`config.mk`:
```
export PLATFORM = sky130hd
export DESIGN_NAME = lowest_free_slot_table_top_flat
export DESIGN_NICKNAME = d
export VERILOG_FILES = /design/src/design/lfst_pkg.sv /design/src/design/lfst_req_if.sv /design/src/design/lfst_rsp_if.sv /design/src/design/lfst_ram.sv /design/src/design/lfst_ctrl.sv /design/src/design/lfst_dp.sv /design/src/design/lowest_free_slot_table_top.sv /design/src/flat_wrapper.sv
export SDC_FILE = /design/constraint.sdc
export NUM_CORES = 2
export LEC_CHECK = 0
export BUFFER_PORTS_ARGS = -buffer_cell sky130_fd_sc_hd__buf_2
export CAP_MARGIN = 30
export CORE_AREA = 2 2 532 270
export DETAILED_ROUTE_END_ITERATION = 6
export DIE_AREA = 0 0 534 272
export PLACE_DENSITY = 0.54
export SYNTH_ARGS = -nofsm -noshare
export SYNTH_HDL_FRONTEND = slang
export SYNTH_SLANG_ARGS = --single-unit
```
`constraint.sdc`:
```
create_clock -name clk -period 14.91 [get_ports clk]
set_input_delay 2.982 -clock clk [delete_from_list [all_inputs] [get_ports clk]]
set_output_delay 2.982 -clock clk [all_outputs]
set_load 0.005 [all_outputs]
```
`src/design/lfst_pkg.sv`:
```
package lfst_pkg;

    // Field widths fixed by the channel format
    localparam int FUNC_W    = 2;
    localparam int IDX_W     = 10;
    localparam int CNT_W     = 11;
    localparam int STATUS_W  = 2;
    localparam int CFG_IDX_W = 1;

    // Occupancy bitmap is kept as words of this many slots
    localparam int WORD_BITS = 32;
    localparam int BIT_W     = 5;

    // Growth constants
    localparam int unsigned FIRST_SIZE = 1;
    localparam int unsigned GROW_STEP  = 2;

    // Operation codes
    localparam logic [FUNC_W-1:0] FUNC_ADD = 2'd0;
    localparam logic [FUNC_W-1:0] FUNC_SET = 2'd1;
    localparam logic [FUNC_W-1:0] FUNC_TAS = 2'd2;

    // Result status codes
    localparam logic [STATUS_W-1:0] STATUS_OK      = 2'd0;
    localparam logic [STATUS_W-1:0] STATUS_NO_ROOM = 2'd1;
    localparam logic [STATUS_W-1:0] STATUS_IN_USE  = 2'd2;
    localparam logic [STATUS_W-1:0] STATUS_ZERO    = 2'd3;

    // Configuration register indexes
    localparam logic [CFG_IDX_W-1:0] CFG_INITIAL_SIZE = 1'b0;
    localparam logic [CFG_IDX_W-1:0] CFG_SIZE_LIMIT   = 1'b1;

    typedef enum logic [2:0] {
        ST_IDLE,
        ST_LOOKUP,
        ST_FIND,
        ST_SCAN,
        ST_DONE
    } ctl_state_t;

    typedef struct packed {
        logic accept;
        logic lookup;
        logic find;
        logic scan;
        logic load;
    } ctl_cmd_t;

    typedef struct packed {
        logic need_search;
    } dp_stat_t;

endpackage

```
`src/design/lfst_req_if.sv`:
```
interface lfst_req_if #(
    parameter int VALUE_WIDTH = 32
);
    import lfst_pkg::*;

    logic                   valid;
    logic                   ready;
    logic [FUNC_W-1:0]      func;
    logic [IDX_W-1:0]       slot_index;
    logic [VALUE_WIDTH-1:0] handle_value;

    modport source (output valid, func, slot_index, handle_value, input ready);
    modport sink   (input valid, func, slot_index, handle_value, output ready);

endinterface

```
`src/design/lfst_rsp_if.sv`:
```
interface lfst_rsp_if;
    import lfst_pkg::*;

    logic                valid;
    logic                ready;
    logic [STATUS_W-1:0] status;
    logic [IDX_W-1:0]    placed_index;
    logic [CNT_W-1:0]    free_count_out;
    logic [CNT_W-1:0]    lowest_free_out;
    logic [CNT_W-1:0]    size_in_use_out;

    modport source (
        output valid, status, placed_index, free_count_out, lowest_free_out,
               size_in_use_out,
        input  ready
    );
    modport sink (
        input  valid, status, placed_index, free_count_out, lowest_free_out,
               size_in_use_out,
        output ready
    );

endinterface

```
`src/design/lfst_ram.sv`:
```
module lfst_ram #(
    parameter int WIDTH = 32,
    parameter int DEPTH = 32
) (
    input  logic                                     clk,
    input  logic                                     we,
    input  logic [((DEPTH > 1) ? $clog2(DEPTH) : 1)-1:0] waddr,
    input  logic [WIDTH-1:0]                         wdata,
    input  logic                                     re,
    input  logic [((DEPTH > 1) ? $clog2(DEPTH) : 1)-1:0] raddr,
    output logic [WIDTH-1:0]                         rdata
);

    logic [WIDTH-1:0] mem [DEPTH];
    logic [WIDTH-1:0] rdata_reg;

    always_ff @(posedge clk)
    begin
        if (we)
        begin
            mem[waddr] <= wdata;
        end
        if (re)
        begin
            rdata_reg <= mem[raddr];
        end
    end

    assign rdata = rdata_reg;

endmodule

```
`src/design/lfst_ctrl.sv`:
```
module lfst_ctrl (
    input  logic              clk,
    input  logic              rst_n,
    input  logic              req_valid,
    output logic              req_ready,
    output logic              rsp_valid,
    input  logic              rsp_ready,
    output lfst_pkg::ctl_cmd_t cmd,
    input  lfst_pkg::dp_stat_t stat
);
    import lfst_pkg::*;

    ctl_state_t state_reg;
    ctl_state_t state_next;
    logic       rsp_valid_reg;
    logic       rsp_valid_next;
    logic       can_load;
    logic       accept;

    assign can_load = !rsp_valid_reg || rsp_ready;

    // next state
    always_comb
    begin
        state_next = state_reg;
        case (state_reg)
            ST_IDLE:
            begin
                if (req_valid)
                begin
                    state_next = ST_LOOKUP;
                end
            end
            ST_LOOKUP:
            begin
                state_next = stat.need_search ? ST_FIND : ST_DONE;
            end
            ST_FIND:
            begin
                state_next = ST_SCAN;
            end
            ST_SCAN:
            begin
                state_next = ST_DONE;
            end
            ST_DONE:
            begin
                if (can_load)
                begin
                    state_next = req_valid ? ST_LOOKUP : ST_IDLE;
                end
            end
            default:
            begin
                state_next = ST_IDLE;
            end
        endcase
    end

    // outputs
    always_comb
    begin
        req_ready = 1'b0;
        cmd       = '0;
        case (state_reg)
            ST_IDLE:
            begin
                req_ready = 1'b1;
            end
            ST_LOOKUP:
            begin
                cmd.lookup = 1'b1;
            end
            ST_FIND:
            begin
                cmd.find = 1'b1;
            end
            ST_SCAN:
            begin
                cmd.scan = 1'b1;
            end
            ST_DONE:
            begin
                req_ready = can_load;
                cmd.load  = can_load;
            end
            default:
            begin
                req_ready = 1'b0;
            end
        endcase
        accept     = req_ready && req_valid;
        cmd.accept = accept;
    end

    always_comb
    begin
        rsp_valid_next = rsp_valid_reg;
        if (cmd.load)
        begin
            rsp_valid_next = 1'b1;
        end
        else if (rsp_ready)
        begin
            rsp_valid_next = 1'b0;
        end
    end

    always_ff @(posedge clk or negedge rst_n)
    begin
        if (!rst_n)
        begin
            state_reg     <= ST_IDLE;
            rsp_valid_reg <= 1'b0;
        end
        else
        begin
            state_reg     <= state_next;
            rsp_valid_reg <= rsp_valid_next;
        end
    end

    assign rsp_valid = rsp_valid_reg;

endmodule

```
`src/design/lfst_dp.sv`:
```
module lfst_dp #(
    parameter int TABLE_DEPTH = 1024,
    parameter int VALUE_WIDTH = 32
) (
    input  logic                            clk,
    input  logic                            rst_n,
    input  lfst_pkg::ctl_cmd_t              cmd,
    output lfst_pkg::dp_stat_t              stat,
    input  logic [lfst_pkg::FUNC_W-1:0]     func,
    input  logic [lfst_pkg::IDX_W-1:0]      slot_index,
    input  logic [VALUE_WIDTH-1:0]          handle_value,
    input  logic                            cfg_we,
    input  logic [lfst_pkg::CFG_IDX_W-1:0]  cfg_index,
    input  logic [lfst_pkg::CNT_W-1:0]      cfg_data,
    output logic [lfst_pkg::STATUS_W-1:0]   status,
    output logic [lfst_pkg::IDX_W-1:0]      placed_index,
    output logic [lfst_pkg::CNT_W-1:0]      free_count_out,
    output logic [lfst_pkg::CNT_W-1:0]      lowest_free_out,
    output logic [lfst_pkg::CNT_W-1:0]      size_in_use_out
);
    import lfst_pkg::*;

    localparam int SZW    = $clog2(TABLE_DEPTH + 1);
    localparam int LW     = $clog2(TABLE_DEPTH + 2);
    localparam int AW     = ((SZW > CNT_W) ? SZW : CNT_W) + 2;
    localparam int NWORDS = (TABLE_DEPTH + WORD_BITS - 1) / WORD_BITS;
    localparam int WAW    = (NWORDS > 1) ? $clog2(NWORDS) : 1;
    localparam int LIM_MAX = TABLE_DEPTH + 1;

    // table state
    logic [SZW-1:0]    size_reg;
    logic [SZW-1:0]    free_reg;
    logic [SZW-1:0]    lowest_reg;
    logic [LW-1:0]     lim_reg;
    logic [NWORDS-1:0] valid_reg;
    logic [NWORDS-1:0] full_reg;
    logic              rd_vld_reg;

    // item in flight
    logic [FUNC_W-1:0]   op_func_reg;
    logic [IDX_W-1:0]    op_idx_reg;
    logic                op_nz_reg;
    logic [WAW-1:0]      op_word_reg;
    logic [BIT_W-1:0]    op_bit_reg;
    logic [STATUS_W-1:0] st_reg;
    logic [IDX_W-1:0]    placed_reg;
    logic [WAW-1:0]      found_w_reg;
    logic                found_any_reg;

    // result register
    logic [STATUS_W-1:0] out_status_reg;
    logic [IDX_W-1:0]    out_placed_reg;
    logic [CNT_W-1:0]    out_free_reg;
    logic [CNT_W-1:0]    out_lowest_reg;
    logic [CNT_W-1:0]    out_size_reg;

    // bitmap memory
    logic                 ram_we;
    logic                 ram_re;
    logic [WAW-1:0]       ram_raddr;
    logic [WORD_BITS-1:0] ram_rdata;
    logic [WORD_BITS-1:0] word_now;
    logic [WORD_BITS-1:0] new_word;

    logic [WAW-1:0]   acc_word;
    logic [BIT_W-1:0] acc_bit;

    // lookup step
    logic [AW-1:0]       size_a;
    logic [AW-1:0]       free_a;
    logic [AW-1:0]       idx_a;
    logic [AW-1:0]       lim_a;
    logic [AW-1:0]       low_a;
    logic [AW-1:0]       soft_add;
    logic [AW-1:0]       soft_set;
    logic [AW-1:0]       hard_set;
    logic [AW-1:0]       n_set;
    logic                add_grow_ok;
    logic                set_grow_ok;
    logic                need_grow_set;
    logic                occupied;
    logic [STATUS_W-1:0] status_n;
    logic [IDX_W-1:0]    placed_n;
    logic [AW-1:0]       size_n;
    logic [AW-1:0]       free_n;
    logic [AW-1:0]       low_n;
    logic                do_write;
    logic                new_bit;
    logic                need_search;

    // search steps
    logic             found_any;
    logic [WAW-1:0]   found_w;
    logic [BIT_W-1:0] zero_b;
    logic [AW-1:0]    cand;
    logic [AW-1:0]    scan_low;

    assign word_now = rd_vld_reg ? ram_rdata : '0;

    always_comb
    begin
        if (func == FUNC_ADD)
        begin
            acc_word = WAW'(lowest_reg >> BIT_W);
            acc_bit  = BIT_W'(lowest_reg);
        end
        else
        begin
            acc_word = WAW'(slot_index >> BIT_W);
            acc_bit  = BIT_W'(slot_index);
        end
    end

    always_comb
    begin
        size_a   = AW'(size_reg);
        free_a   = AW'(free_reg);
        idx_a    = AW'(op_idx_reg);
        lim_a    = AW'(lim_reg);
        low_a    = AW'(lowest_reg);

        soft_add    = (size_reg == '0) ? AW'(FIRST_SIZE) : size_a * AW'(GROW_STEP);
        add_grow_ok = (soft_add < lim_a) && (soft_add > size_a);

        // next multiple of the growth step above the index, else index plus one
        soft_set    = (idx_a / AW'(GROW_STEP) + AW'(1)) * AW'(GROW_STEP);
        hard_set    = idx_a + AW'(1);
        n_set       = (soft_set > lim_a) ? hard_set : soft_set;
        set_grow_ok = !((soft_set > lim_a) && (hard_set > lim_a)) &&
                      (n_set < lim_a) && (n_set > size_a);
        need_grow_set = (idx_a >= size_a);
        occupied      = word_now[op_bit_reg] && !need_grow_set;

        status_n    = STATUS_OK;
        placed_n    = op_idx_reg;
        size_n      = size_a;
        free_n      = free_a;
        low_n       = low_a;
        do_write    = 1'b0;
        new_bit     = op_nz_reg;
        need_search = 1'b0;

        case (op_func_reg)
            FUNC_ADD:
            begin
                placed_n = '0;
                if (!op_nz_reg)
                begin
                    status_n = STATUS_ZERO;
                end
                else if ((free_reg == '0) && !add_grow_ok)
                begin
                    status_n = STATUS_NO_ROOM;
                end
                else
                begin
                    // growth leaves the lowest free slot at the old size
                    if (free_reg == '0)
                    begin
                        size_n = soft_add;
                        free_n = soft_add - size_a;
                    end
                    free_n      = free_n - AW'(1);
                    placed_n    = IDX_W'(lowest_reg);
                    do_write    = 1'b1;
                    new_bit     = 1'b1;
                    need_search = 1'b1;
                end
            end
            FUNC_SET, FUNC_TAS:
            begin
                if ((op_func_reg == FUNC_TAS) && !op_nz_reg)
                begin
                    status_n = STATUS_ZERO;
                end
                else if ((op_func_reg == FUNC_TAS) && occupied)
                begin
                    status_n = STATUS_IN_USE;
                end
                else if (need_grow_set && !set_grow_ok)
                begin
                    status_n = STATUS_NO_ROOM;
                end
                else if (idx_a >= AW'(TABLE_DEPTH))
                begin
                    status_n = STATUS_NO_ROOM;
                end
                else
                begin
                    if (need_grow_set)
                    begin
                        size_n = n_set;
                        free_n = free_a + n_set - size_a;
                    end
                    do_write = 1'b1;
                    if (!occupied && op_nz_reg)
                    begin
                        free_n      = free_n - AW'(1);
                        need_search = (idx_a == low_a);
                    end
                    else if (occupied && !op_nz_reg)
                    begin
                        free_n = free_n + AW'(1);
                        if (idx_a < low_a)
                        begin
                            low_n = idx_a;
                        end
                    end
                end
            end
            default:
            begin
                status_n = STATUS_OK;
            end
        endcase

        new_word             = word_now;
        new_word[op_bit_reg] = new_bit;
    end

    assign stat.need_search = need_search;

    // lowest word with a free slot
    always_comb
    begin
        found_any = 1'b0;
        found_w   = '0;
        for (int i = NWORDS - 1; i >= 0; i--)
        begin
            if (!full_reg[i])
            begin
                found_any = 1'b1;
                found_w   = WAW'(i);
            end
        end
    end

    // lowest clear bit of the fetched word
    always_comb
    begin
        zero_b = '0;
        for (int i = WORD_BITS - 1; i >= 0; i--)
        begin
            if (!word_now[i])
            begin
                zero_b = BIT_W'(i);
            end
        end
        cand     = AW'({found_w_reg, zero_b});
        scan_low = (found_any_reg && (cand < AW'(size_reg))) ? cand : AW'(size_reg);
    end

    assign ram_we    = cmd.lookup && do_write;
    assign ram_re    = cmd.accept || cmd.find;
    assign ram_raddr = cmd.accept ? acc_word : found_w;

    lfst_ram #(
        .WIDTH (WORD_BITS),
        .DEPTH (NWORDS)
    ) u_bitmap (
        .clk   (clk),
        .we    (ram_we),
        .waddr (op_word_reg),
        .wdata (new_word),
        .re    (ram_re),
        .raddr (ram_raddr),
        .rdata (ram_rdata)
    );

    always_ff @(posedge clk or negedge rst_n)
    begin
        if (!rst_n)
        begin
            size_reg   <= '0;
            free_reg   <= '0;
            lowest_reg <= '0;
            lim_reg    <= LW'(LIM_MAX);
            valid_reg  <= '0;
            full_reg   <= '0;
            rd_vld_reg <= 1'b0;
        end
        else
        begin
            if (ram_re)
            begin
                rd_vld_reg <= valid_reg[ram_raddr];
            end
            if (cmd.lookup)
            begin
                size_reg   <= SZW'(size_n);
                free_reg   <= SZW'(free_n);
                lowest_reg <= SZW'(low_n);
                if (do_write)
                begin
                    valid_reg[op_word_reg] <= 1'b1;
                    full_reg[op_word_reg]  <= &new_word;
                end
            end
            if (cmd.scan)
            begin
                lowest_reg <= SZW'(scan_low);
            end
            if (cfg_we && (cfg_index == CFG_INITIAL_SIZE))
            begin
                // re-initialize: drop every word, size and free count from the write
                valid_reg  <= '0;
                full_reg   <= '0;
                lowest_reg <= '0;
                if (AW'(cfg_data) > AW'(TABLE_DEPTH))
                begin
                    size_reg <= SZW'(TABLE_DEPTH);
                    free_reg <= SZW'(TABLE_DEPTH);
                end
                else
                begin
                    size_reg <= SZW'(cfg_data);
                    free_reg <= SZW'(cfg_data);
                end
            end
            if (cfg_we && (cfg_index == CFG_SIZE_LIMIT))
            begin
                if (AW'(cfg_data) > AW'(LIM_MAX))
                begin
                    lim_reg <= LW'(LIM_MAX);
                end
                else
                begin
                    lim_reg <= LW'(cfg_data);
                end
            end
        end
    end

    always_ff @(posedge clk)
    begin
        if (cmd.accept)
        begin
            op_func_reg <= func;
            op_idx_reg  <= slot_index;
            op_nz_reg   <= |handle_value;
            op_word_reg <= acc_word;
            op_bit_reg  <= acc_bit;
        end
        if (cmd.lookup)
        begin
            st_reg     <= status_n;
            placed_reg <= placed_n;
        end
        if (cmd.find)
        begin
            found_w_reg   <= found_w;
            found_any_reg <= found_any;
        end
        if (cmd.load)
        begin
            out_status_reg <= st_reg;
            out_placed_reg <= placed_reg;
            out_free_reg   <= CNT_W'(free_reg);
            out_lowest_reg <= CNT_W'(lowest_reg);
            out_size_reg   <= CNT_W'(size_reg);
        end
    end

    assign status          = out_status_reg;
    assign placed_index    = out_placed_reg;
    assign free_count_out  = out_free_reg;
    assign lowest_free_out = out_lowest_reg;
    assign size_in_use_out = out_size_reg;

endmodule

```
`src/design/lowest_free_slot_table_top.sv`:
```
// Lowest-free-slot handle table.
// req channel carries one command word: func (add, set, test-and-set),
// slot_index and handle_value. rsp channel returns one word per command:
// status, placed slot, and the free count, lowest free slot and size in use
// after the command. cfg_we/cfg_index/cfg_data write initial_size (index 0,
// re-initializes the table) and size_limit (index 1); write only while idle.
// Occupancy is a bitmap of 32-slot words in a RAM, with a full flag per word.
// From accept to rsp.valid, when the lowest free slot does not move: bitmap
// read, then read-modify-write, then output load. When it must be searched
// again, a priority pick over the full flags, then a second bitmap read and
// a bit search come before the load. A new command is accepted only once
// the previous one is loaded into the output register or the block is idle.
// Reset clears every word's valid bit at once (no clearing pass), sets size
// in use and free count to zero and size_limit to TABLE_DEPTH+1.
// A stalled rsp holds its word in the output register; the next command is
// accepted and processed, then waits until the output register is taken.
module lowest_free_slot_table_top #(
    parameter int TABLE_DEPTH = 1024,
    parameter int VALUE_WIDTH = 32
) (
    input  logic                           clk,
    input  logic                           rst_n,
    lfst_req_if.sink                       req,
    lfst_rsp_if.source                     rsp,
    input  logic                           cfg_we,
    input  logic [lfst_pkg::CFG_IDX_W-1:0] cfg_index,
    input  logic [lfst_pkg::CNT_W-1:0]     cfg_data
);
    import lfst_pkg::*;

    ctl_cmd_t cmd;
    dp_stat_t stat;

    lfst_ctrl u_ctrl (
        .clk       (clk),
        .rst_n     (rst_n),
        .req_valid (req.valid),
        .req_ready (req.ready),
        .rsp_valid (rsp.valid),
        .rsp_ready (rsp.ready),
        .cmd       (cmd),
        .stat      (stat)
    );

    lfst_dp #(
        .TABLE_DEPTH (TABLE_DEPTH),
        .VALUE_WIDTH (VALUE_WIDTH)
    ) u_dp (
        .clk             (clk),
        .rst_n           (rst_n),
        .cmd             (cmd),
        .stat            (stat),
        .func            (req.func),
        .slot_index      (req.slot_index),
        .handle_value    (req.handle_value),
        .cfg_we          (cfg_we),
        .cfg_index       (cfg_index),
        .cfg_data        (cfg_data),
        .status          (rsp.status),
        .placed_index    (rsp.placed_index),
        .free_count_out  (rsp.free_count_out),
        .lowest_free_out (rsp.lowest_free_out),
        .size_in_use_out (rsp.size_in_use_out)
    );

    a_accept_lookup: assert property (@(posedge clk) disable iff (!rst_n)
        (req.valid && req.ready) |=> cmd.lookup)
        else $error("accepted word did not enter lookup");

    a_one_step: assert property (@(posedge clk) disable iff (!rst_n)
        $onehot0({cmd.lookup, cmd.find, cmd.scan, cmd.load}))
        else $error("more than one datapath step at once");

    a_find_scan: assert property (@(posedge clk) disable iff (!rst_n)
        cmd.find |=> cmd.scan)
        else $error("search pick not followed by bit scan");

    a_counts: assert property (@(posedge clk) disable iff (!rst_n)
        rsp.valid |-> ((rsp.free_count_out <= rsp.size_in_use_out) &&
                       (rsp.lowest_free_out <= rsp.size_in_use_out)))
        else $error("free count or lowest free slot beyond size in use");

endmodule
```
`src/flat_wrapper.sv`:
```
// flat-port wrapper written by rule: the top's interface ports become plain ports
module lowest_free_slot_table_top_flat import lfst_pkg::*;
#(
    parameter int TABLE_DEPTH = 1024,
    parameter int VALUE_WIDTH = 32
)
  (clk, rst_n, cfg_we, cfg_index, cfg_data, req_valid, req_func, req_slot_index, req_handle_value, req_ready, rsp_valid, rsp_status, rsp_placed_index, rsp_free_count_out, rsp_lowest_free_out, rsp_size_in_use_out, rsp_ready);
  lfst_req_if #(.VALUE_WIDTH(VALUE_WIDTH)) req_i ();
  lfst_rsp_if rsp_i ();
  input  logic clk;
  input  logic rst_n;
  input  logic cfg_we;
  input  logic [lfst_pkg::CFG_IDX_W-1:0] cfg_index;
  input  logic [lfst_pkg::CNT_W-1:0] cfg_data;
  input wire logic [$bits(req_i.valid)-1:0] req_valid;
  input wire logic [$bits(req_i.func)-1:0] req_func;
  input wire logic [$bits(req_i.slot_index)-1:0] req_slot_index;
  input wire logic [$bits(req_i.handle_value)-1:0] req_handle_value;
  output wire logic [$bits(req_i.ready)-1:0] req_ready;
  output wire logic [$bits(rsp_i.valid)-1:0] rsp_valid;
  output wire logic [$bits(rsp_i.status)-1:0] rsp_status;
  output wire logic [$bits(rsp_i.placed_index)-1:0] rsp_placed_index;
  output wire logic [$bits(rsp_i.free_count_out)-1:0] rsp_free_count_out;
  output wire logic [$bits(rsp_i.lowest_free_out)-1:0] rsp_lowest_free_out;
  output wire logic [$bits(rsp_i.size_in_use_out)-1:0] rsp_size_in_use_out;
  input wire logic [$bits(rsp_i.ready)-1:0] rsp_ready;
  assign req_i.valid = req_valid;
  assign req_i.func = req_func;
  assign req_i.slot_index = req_slot_index;
  assign req_i.handle_value = req_handle_value;
  assign req_ready = req_i.ready;
  assign rsp_valid = rsp_i.valid;
  assign rsp_status = rsp_i.status;
  assign rsp_placed_index = rsp_i.placed_index;
  assign rsp_free_count_out = rsp_i.free_count_out;
  assign rsp_lowest_free_out = rsp_i.lowest_free_out;
  assign rsp_size_in_use_out = rsp_i.size_in_use_out;
  assign rsp_i.ready = rsp_ready;
  lowest_free_slot_table_top #(.TABLE_DEPTH(TABLE_DEPTH), .VALUE_WIDTH(VALUE_WIDTH)) u_core (.clk(clk), .rst_n(rst_n), .req(req_i), .rsp(rsp_i), .cfg_we(cfg_we), .cfg_index(cfg_index), .cfg_data(cfg_data));
endmodule
```
After elaboration in Yosys (flattened, before gate mapping):

Memories as Yosys holds them, arrays and structs flattened. A register that Yosys moved wholly into a read port is not among the register bits.
Index checks and enable logic that the tools add are counted.

* bits in registers: 199
* bits in writable memories: 1024
* bits of input ports: 61
* output and inout bits: 47
* word-level logic and storage cells: 284
* memories: 1

Memories
* u_core.u_dp.u_bitmap.mem: depth 32, width 32, rd ports 1, clocked after memory_dff 1, write ports 1, RTL line lfst_ram.sv:14 `logic [WIDTH-1:0] mem [DEPTH];`

* add/subtract/negate cells: 8
* order comparisons: 16
* equal/unequal tests: 20
* multiplexer cells: 165
* bitwise logic cells: 2
* reductions and logical operators: 49

Operators by type and width (number)
* 11-bit two-way mux: 41
* 5-bit two-way mux: 67
* 32-bit two-way mux: 7
* 32-bit bitwise mux: 2
* 11-bit one-hot mux with 2 select lines: 2
* 11-bit > comparator: 3
* 32-bit bitwise OR: 1
* 32-bit AND reduction: 1
* 32-bit OR reduction: 1
* 31-bit AND reduction: 1
* 10-bit two-way mux: 3
* 1-bit two-way mux: 27
* 11-bit > comparator (second input constant): 2
* 11-bit zero test: 2
* 10-bit by 11-bit less-than comparator with 1-bit output: 2
* 11-bit by 1-bit subtractor with 11-bit output (second input constant): 2
* 11-bit subtractor: 2
* 3-bit != test (second input constant): 7
* 1-bit logical AND: 18
* 5-bit by 6-bit less-than comparator with 1-bit output (second input constant): 3
* 3-bit one-hot mux with 5 select lines: 1
* 3-bit nonzero test: 5
* 12-bit by 11-bit > comparator with 1-bit output: 1
* 12-bit by 11-bit less-than comparator with 1-bit output: 1
* 33 further kinds: 58

Longest topological paths before layout:

* word-level depth: 38
* mapped depth: 27
* mapped depth without buffers: 25

By module:

From an unflattened synthesis, not the netlist that was laid out.

* cells, all modules: 3954
* area total of the unflattened synthesis: 56062.5 um2

By module, submodules not included
* lfst_ram: instances 1, cells each 2260, area each 40807.9 um2
* lfst_dp: instances 1, cells each 1666, area each 15023.2 um2
* lfst_ctrl: instances 1, cells each 28, area each 231.5 um2

Worst setup path after synthesis:

No wires, ideal clock.

* kind: register to register
* start point: register u_core.u_dp.op_idx_reg[3]
* end point: memory u_core.u_dp.u_bitmap.mem[21][0], enable pin
* setup time: 0.426 ns
* data arrival time: 6.221 ns
* required time: 14.484 ns
* setup slack: 8.264 ns
* cell stages (with the launch flop): 24
* cell sequence: edfxtp_1 > clkbuf_1 > inv_1 > nor4_2 > nand4_1 > xnor2_1 > ha_1 > o21a_1 > o211ai_1 > a211oi_2 > a2111oi_4 > nor2_1 > clkbuf_1 > o21ai_0 > ha_1 > o21a_1 > o211ai_1 > nor2_1 > a311oi_1 > nand4_1 > o21ai_0 > a31o_2 > nand3b_1 > nor2_1

* word-level cells in the longest chain between the ends: 15
* elaborated cells on any way between the ends: 24
* those cells by class: 2 x add/sub; 5 x order compare; 7 x mux; 10 x reduce/logical

Ends and longest elaborated chain
* start: declaration: RTL line lfst_dp.sv:41 `logic [IDX_W-1:0] op_idx_reg;`
* start signal: assignment: RTL line lfst_dp.sv:339 `op_idx_reg <= slot_index;`
* 9-bit by 1-bit adder with 10-bit output or 10-bit by 1-bit adder with 11-bit output (tied branches): RTL line lfst_dp.sv:126, lfst_dp.sv:127
* 11-bit > comparator, on equally long branches: RTL line lfst_dp.sv:128, lfst_dp.sv:129
* 11-bit two-way mux or 1-bit logical AND (tied branches): RTL line lfst_dp.sv:128, lfst_dp.sv:129
* 11-bit less-than comparator or 1-bit zero test (tied branches): RTL line lfst_dp.sv:130, lfst_dp.sv:129
* 1-bit logical AND: RTL line lfst_dp.sv:129 `set_grow_ok = !((soft_set > lim_a) && (hard_set > lim_a)) &&`
* 1-bit logical AND: RTL line lfst_dp.sv:130 `(n_set < lim_a) && (n_set > size_a);`
* 1-bit zero test: RTL line lfst_dp.sv:180 `else if (need_grow_set && !set_grow_ok)`
* 1-bit logical AND: RTL line lfst_dp.sv:180
* 1-bit two-way mux: RTL line lfst_dp.sv:180
* 1-bit two-way mux *: RTL line lfst_dp.sv:176 `else if ((op_func_reg == FUNC_TAS) && occupied)`
* 1-bit two-way mux *: RTL line lfst_dp.sv:172 `if ((op_func_reg == FUNC_TAS) && !op_nz_reg)`
* 1-bit one-hot mux with 2 select lines *: RTL line lfst_dp.sv:143 `case (op_func_reg)`
* 1-bit logical AND *: RTL line lfst_dp.sv:253 `assign ram_we = cmd.lookup && do_write;`
* 1-bit two-way mux *: RTL line lfst_ram.sv:19 `if (we)`
* 1-bit two-way mux (implied by the code) *: RTL line lfst_ram.sv:21 `mem[waddr] <= wdata;`
* end: declaration: RTL line lfst_ram.sv:14

Every way passes the cells marked *; elsewhere a longest branch is shown, timed or not.

Final worst setup path:

* start point: register u_core.u_dp.op_idx_reg[2]
* end point: memory u_core.u_dp.u_bitmap.mem[7][12], enable pin

The elaborated chain is that of the path after synthesis.

==> summary.md <==
| Metric | Value |
|---|---|
| Yosys cell types | a little under 100 |
| Layout area overhead | 12.3% |
| Worst-margin pin slew | 1.26 ns |
| Drt initial violations | roughly 5600 |
| Hold/Removal Path Class | flop to flop |
| CTS max path bufs | 3 |
| Number of global-route vias before repair | 34600 |
| Final slew viol count | 0 |
| Post-Place Cell Area | 0.0590 mm² |
| Max-cap violations | 0 |
| GR Util All Layers | 0.249 |
| Io pins | 108 |
| Yosys top cell by area | edfxtp_1 |
| Reg with most FFs | u_core.u_dp.u_bitmap.mem |
| Post-Synth XOR/XNOR Area | 0.00706 |
| Syn Area/Cell | between 10 and 15 µm² |
| Crit-path cells | inv_1 -> nor4_2 -> nand4_1 -> xnor2_1 -> ha_1 -> o21a_1 -> o211ai_1 -> a211oi_2 -> a2111oi_4 -> nor2_1 -> mux2_2 -> ha_1 -> and4_1 -> o211ai_1 -> nor2_1 -> a311oi_1 -> nand4_1 -> o21ai_0 -> a31oi_1 -> or3_1 -> nor2_4 -> buf_4 |
| Final setup viols | 0 |
| Cell with the most instances after synthesis | edfxtp_1 |
| # fillers | 12800 |
| Initial Util | 0.395 |
| Fin. Hold Viols | 0 |
| Crit share post-route | 0.588 |
| Share of cells above drive strength 1 | 0.119 |
| Worst setup EP type | flop |
| Max reg flops | 1024 |
| Worst-Skew Late Latency | between 0.7 and 0.8 ns |
| Total Wirelength | around 180000 µm |
| Post-route ant nets | 0 |
| Drt pass-1 iters | 5 |
| Synth Area in Compound Gates | 0.119 |
| Sequential-to-total area share from yosys stat | 0.665 |
| Clk sinks | 1255 |
| Worst EP arrival | 9.13 ns |
| Layout net count | between 4000 and 5000 |
| Critical path launch point type | flop |
| Simple-Gate Fraction of Synth Area | 0.121 |
| RSZ-0062 raised after global routing | no |
| Via Count | 37800 |
| Area occupied by multi-input gates | 0.0177 mm² |
| R2R Setup Slk | 6.14 ns |
| H-Tree Depth | 3 |
| CP Buf/Inv Count | 2 |
| WS Path Type | flop to flop |
| Cell Area, Synth | 0.0558 mm² |
| GP Congestion | 1.01 |
| Post-Route Setup TNS | 0 ns |
| Vias per cell | approximately 5.9 |
| Final Cell Area | 0.0627 mm² |
| Syn_nets | about 4500 |
| CTS tree | built |
| First-pass GRT wire length | between 200000 and 300000 µm |
| Req. time, crit path | about 15 ns |
| Fin crit period | approximately 8.8 ns |
| FF/Latch Area | 0.0371 mm² |
| Clk slew on worst S/H paths | about 0.07 ns |
| Top cells by area, synth | edfxtp_1, nand2_1, dfrtp_1 |
| CP max stage cell | nor2_4 |
| Critical path fanouts, max | 20 |
| CTS Buf Count | 108 |
| Async SR Flop Fraction | 0.0900 |
| Top post-synthesis cells by count | edfxtp_1, nand2_1, a211oi_1 |
| Ys flop type | edfxtp_1 |
| Setup Buffers After CTS | 0 |
| Hold_buf cts | 0 |
| Largest net degree at the start of global routing | 223 |
| Peak VDD IR | 0.127 mV |
| Core box area | 0.141 mm² |
| Pwr dens | 181 mW/mm² |
| Initial antenna violation count | 6 |
| Max Freq | 114 MHz |
| Headroom to the max-slew limit | 0.160 |
| Post-route DRC | 0 |
| Cell count after synthesis | 4339 |
| Adder-cell share of the synthesized area | 0.0294 |
| Overflow after GRT | 0 |
| Largest family of logic cells by synthesized area | simple AND/OR/NAND/NOR gates |
| Status | complete, no violations |
| Core Rows | 98 |
| Mux cell area share after synthesis | 0.0324 |
| Post-synth EDFFs | 1142 |
| Crit path largest cell delay | 0.79 ns |
| Cts repair resizes | 0 |
| Buffers on Ports | between 100 and 150 |
| Post-synth top area share | 0.614 |
| Die H | 272 µm |
| Die W | 534 µm |
| Die area | 0.145 mm² |
| LEAKAGE | between 20 and 25 nW |
| Synth Warn # | 0 |
| Wire length per cell | 28.6 µm |
| Flops & latches, synth | 1255 |
| CP top delay family | simple AND/OR/NAND/NOR gates |
| Clock Skews | 0.0386 ns |
| Clock root cell | clkbuf_16 |
| Post-DP HPWL | 112000 µm |
-- per-stage QoR --
stage / cells / power [W] / hold WS (ns) / util / worst slack [ns]
4_1_cts: 6407 / 0.0112 / 0.415 / 0.443 / 6.49
3_3_place_gp: 6198 / 0.00834 / 0.402 / 0.417 / 6.21
5_1_grt: 6411 / 0.0118 / 0.425 / 0.444 / 6.00
2_1_floorplan: 4339 / 0.00685 / 0.400 / - / 8.26
3_5_place_dp: 6204 / 0.00834 / 0.406 / 0.418 / 6.55
6_report: 6413 / 0.0113 / 0.418 / 0.444 / 6.14
-- power breakdown --
part | switching [W] | internal [W]
registers | 0.000291 | 0.00451
clock network | 0.00134 | 0.00156
logic | 0.00257 | 0.00107
total | 0.00420 | 0.00714
-- path summary, 6_finish.rpt --
check / from / end / cells past startpoint
min: u_core.u_dp.st_reg[1] / u_core.u_dp.status[1] / 0
max in group asynchronous: rst_n / u_core.u_dp.full_reg[27] / 3
min reg2reg: u_core.u_dp.st_reg[1] / u_core.u_dp.status[1] / 0
min in group asynchronous: rst_n / u_core.u_dp.size_reg[3] / 1
max reg2reg: u_core.u_dp.op_idx_reg[2] / u_core.u_dp.u_bitmap.mem[7][12] / 22
max: u_core.u_dp.op_idx_reg[2] / u_core.u_dp.u_bitmap.mem[7][12] / 22
-- layout by cell type (no fill, tap or decap), types with 64 or more instances in the layout --
cell type	count
o22ai_1	65
nor2_1	87
clkbuf_16	109
inv_1	73
a211oi_1	206
a21oi_1	106
a31oi_1	204
ha_1	115
edfxtp_1	1142
and2_1	142
dfrtp_1	111
nand2_1	818
mux2i_1	114
o21ai_0	84
buf_2	106
nand3_1	104
and2_0	64
buf_4	105
-- layer usage --
layer,track usage,vias to the layer above,part of all wire
li1,-,16600,-
met1,0.419,19100,0.50
met2,0.289,1973,0.35
met3,0.0995,160,0.14
met4,0.0341,4,0.012
met5,0,-,0.00013
-- layout make-up --
| class | instances | area share |
|---|---|---|
| Timing Repair Buffer | 225 | 0.0258 |
| Clock inverter | 64 | 0.0108 |
| Tap cell | 1900 | 0.0379 |
| Inverter | 79 | 0.00473 |
| Multi-Input combinational cell | 2749 | 0.282 |
| Clock buffer | 139 | 0.0458 |
| Sequential cell | 1255 | 0.592 |
| Antenna cell | 2 | 0.0000799 |
-- cell families (layout without fill, tap and decap cells) --
logic type	count (synthesis)	after routing
compound gates	953	953
xor+xnor	45	45
fa+ha+maj	125	125
buf+inv	335	507
flops	1255	1255
mux	172	172
other cells	0	2
simple gates	1454	1454
Power figures use the tool's default switching activity.
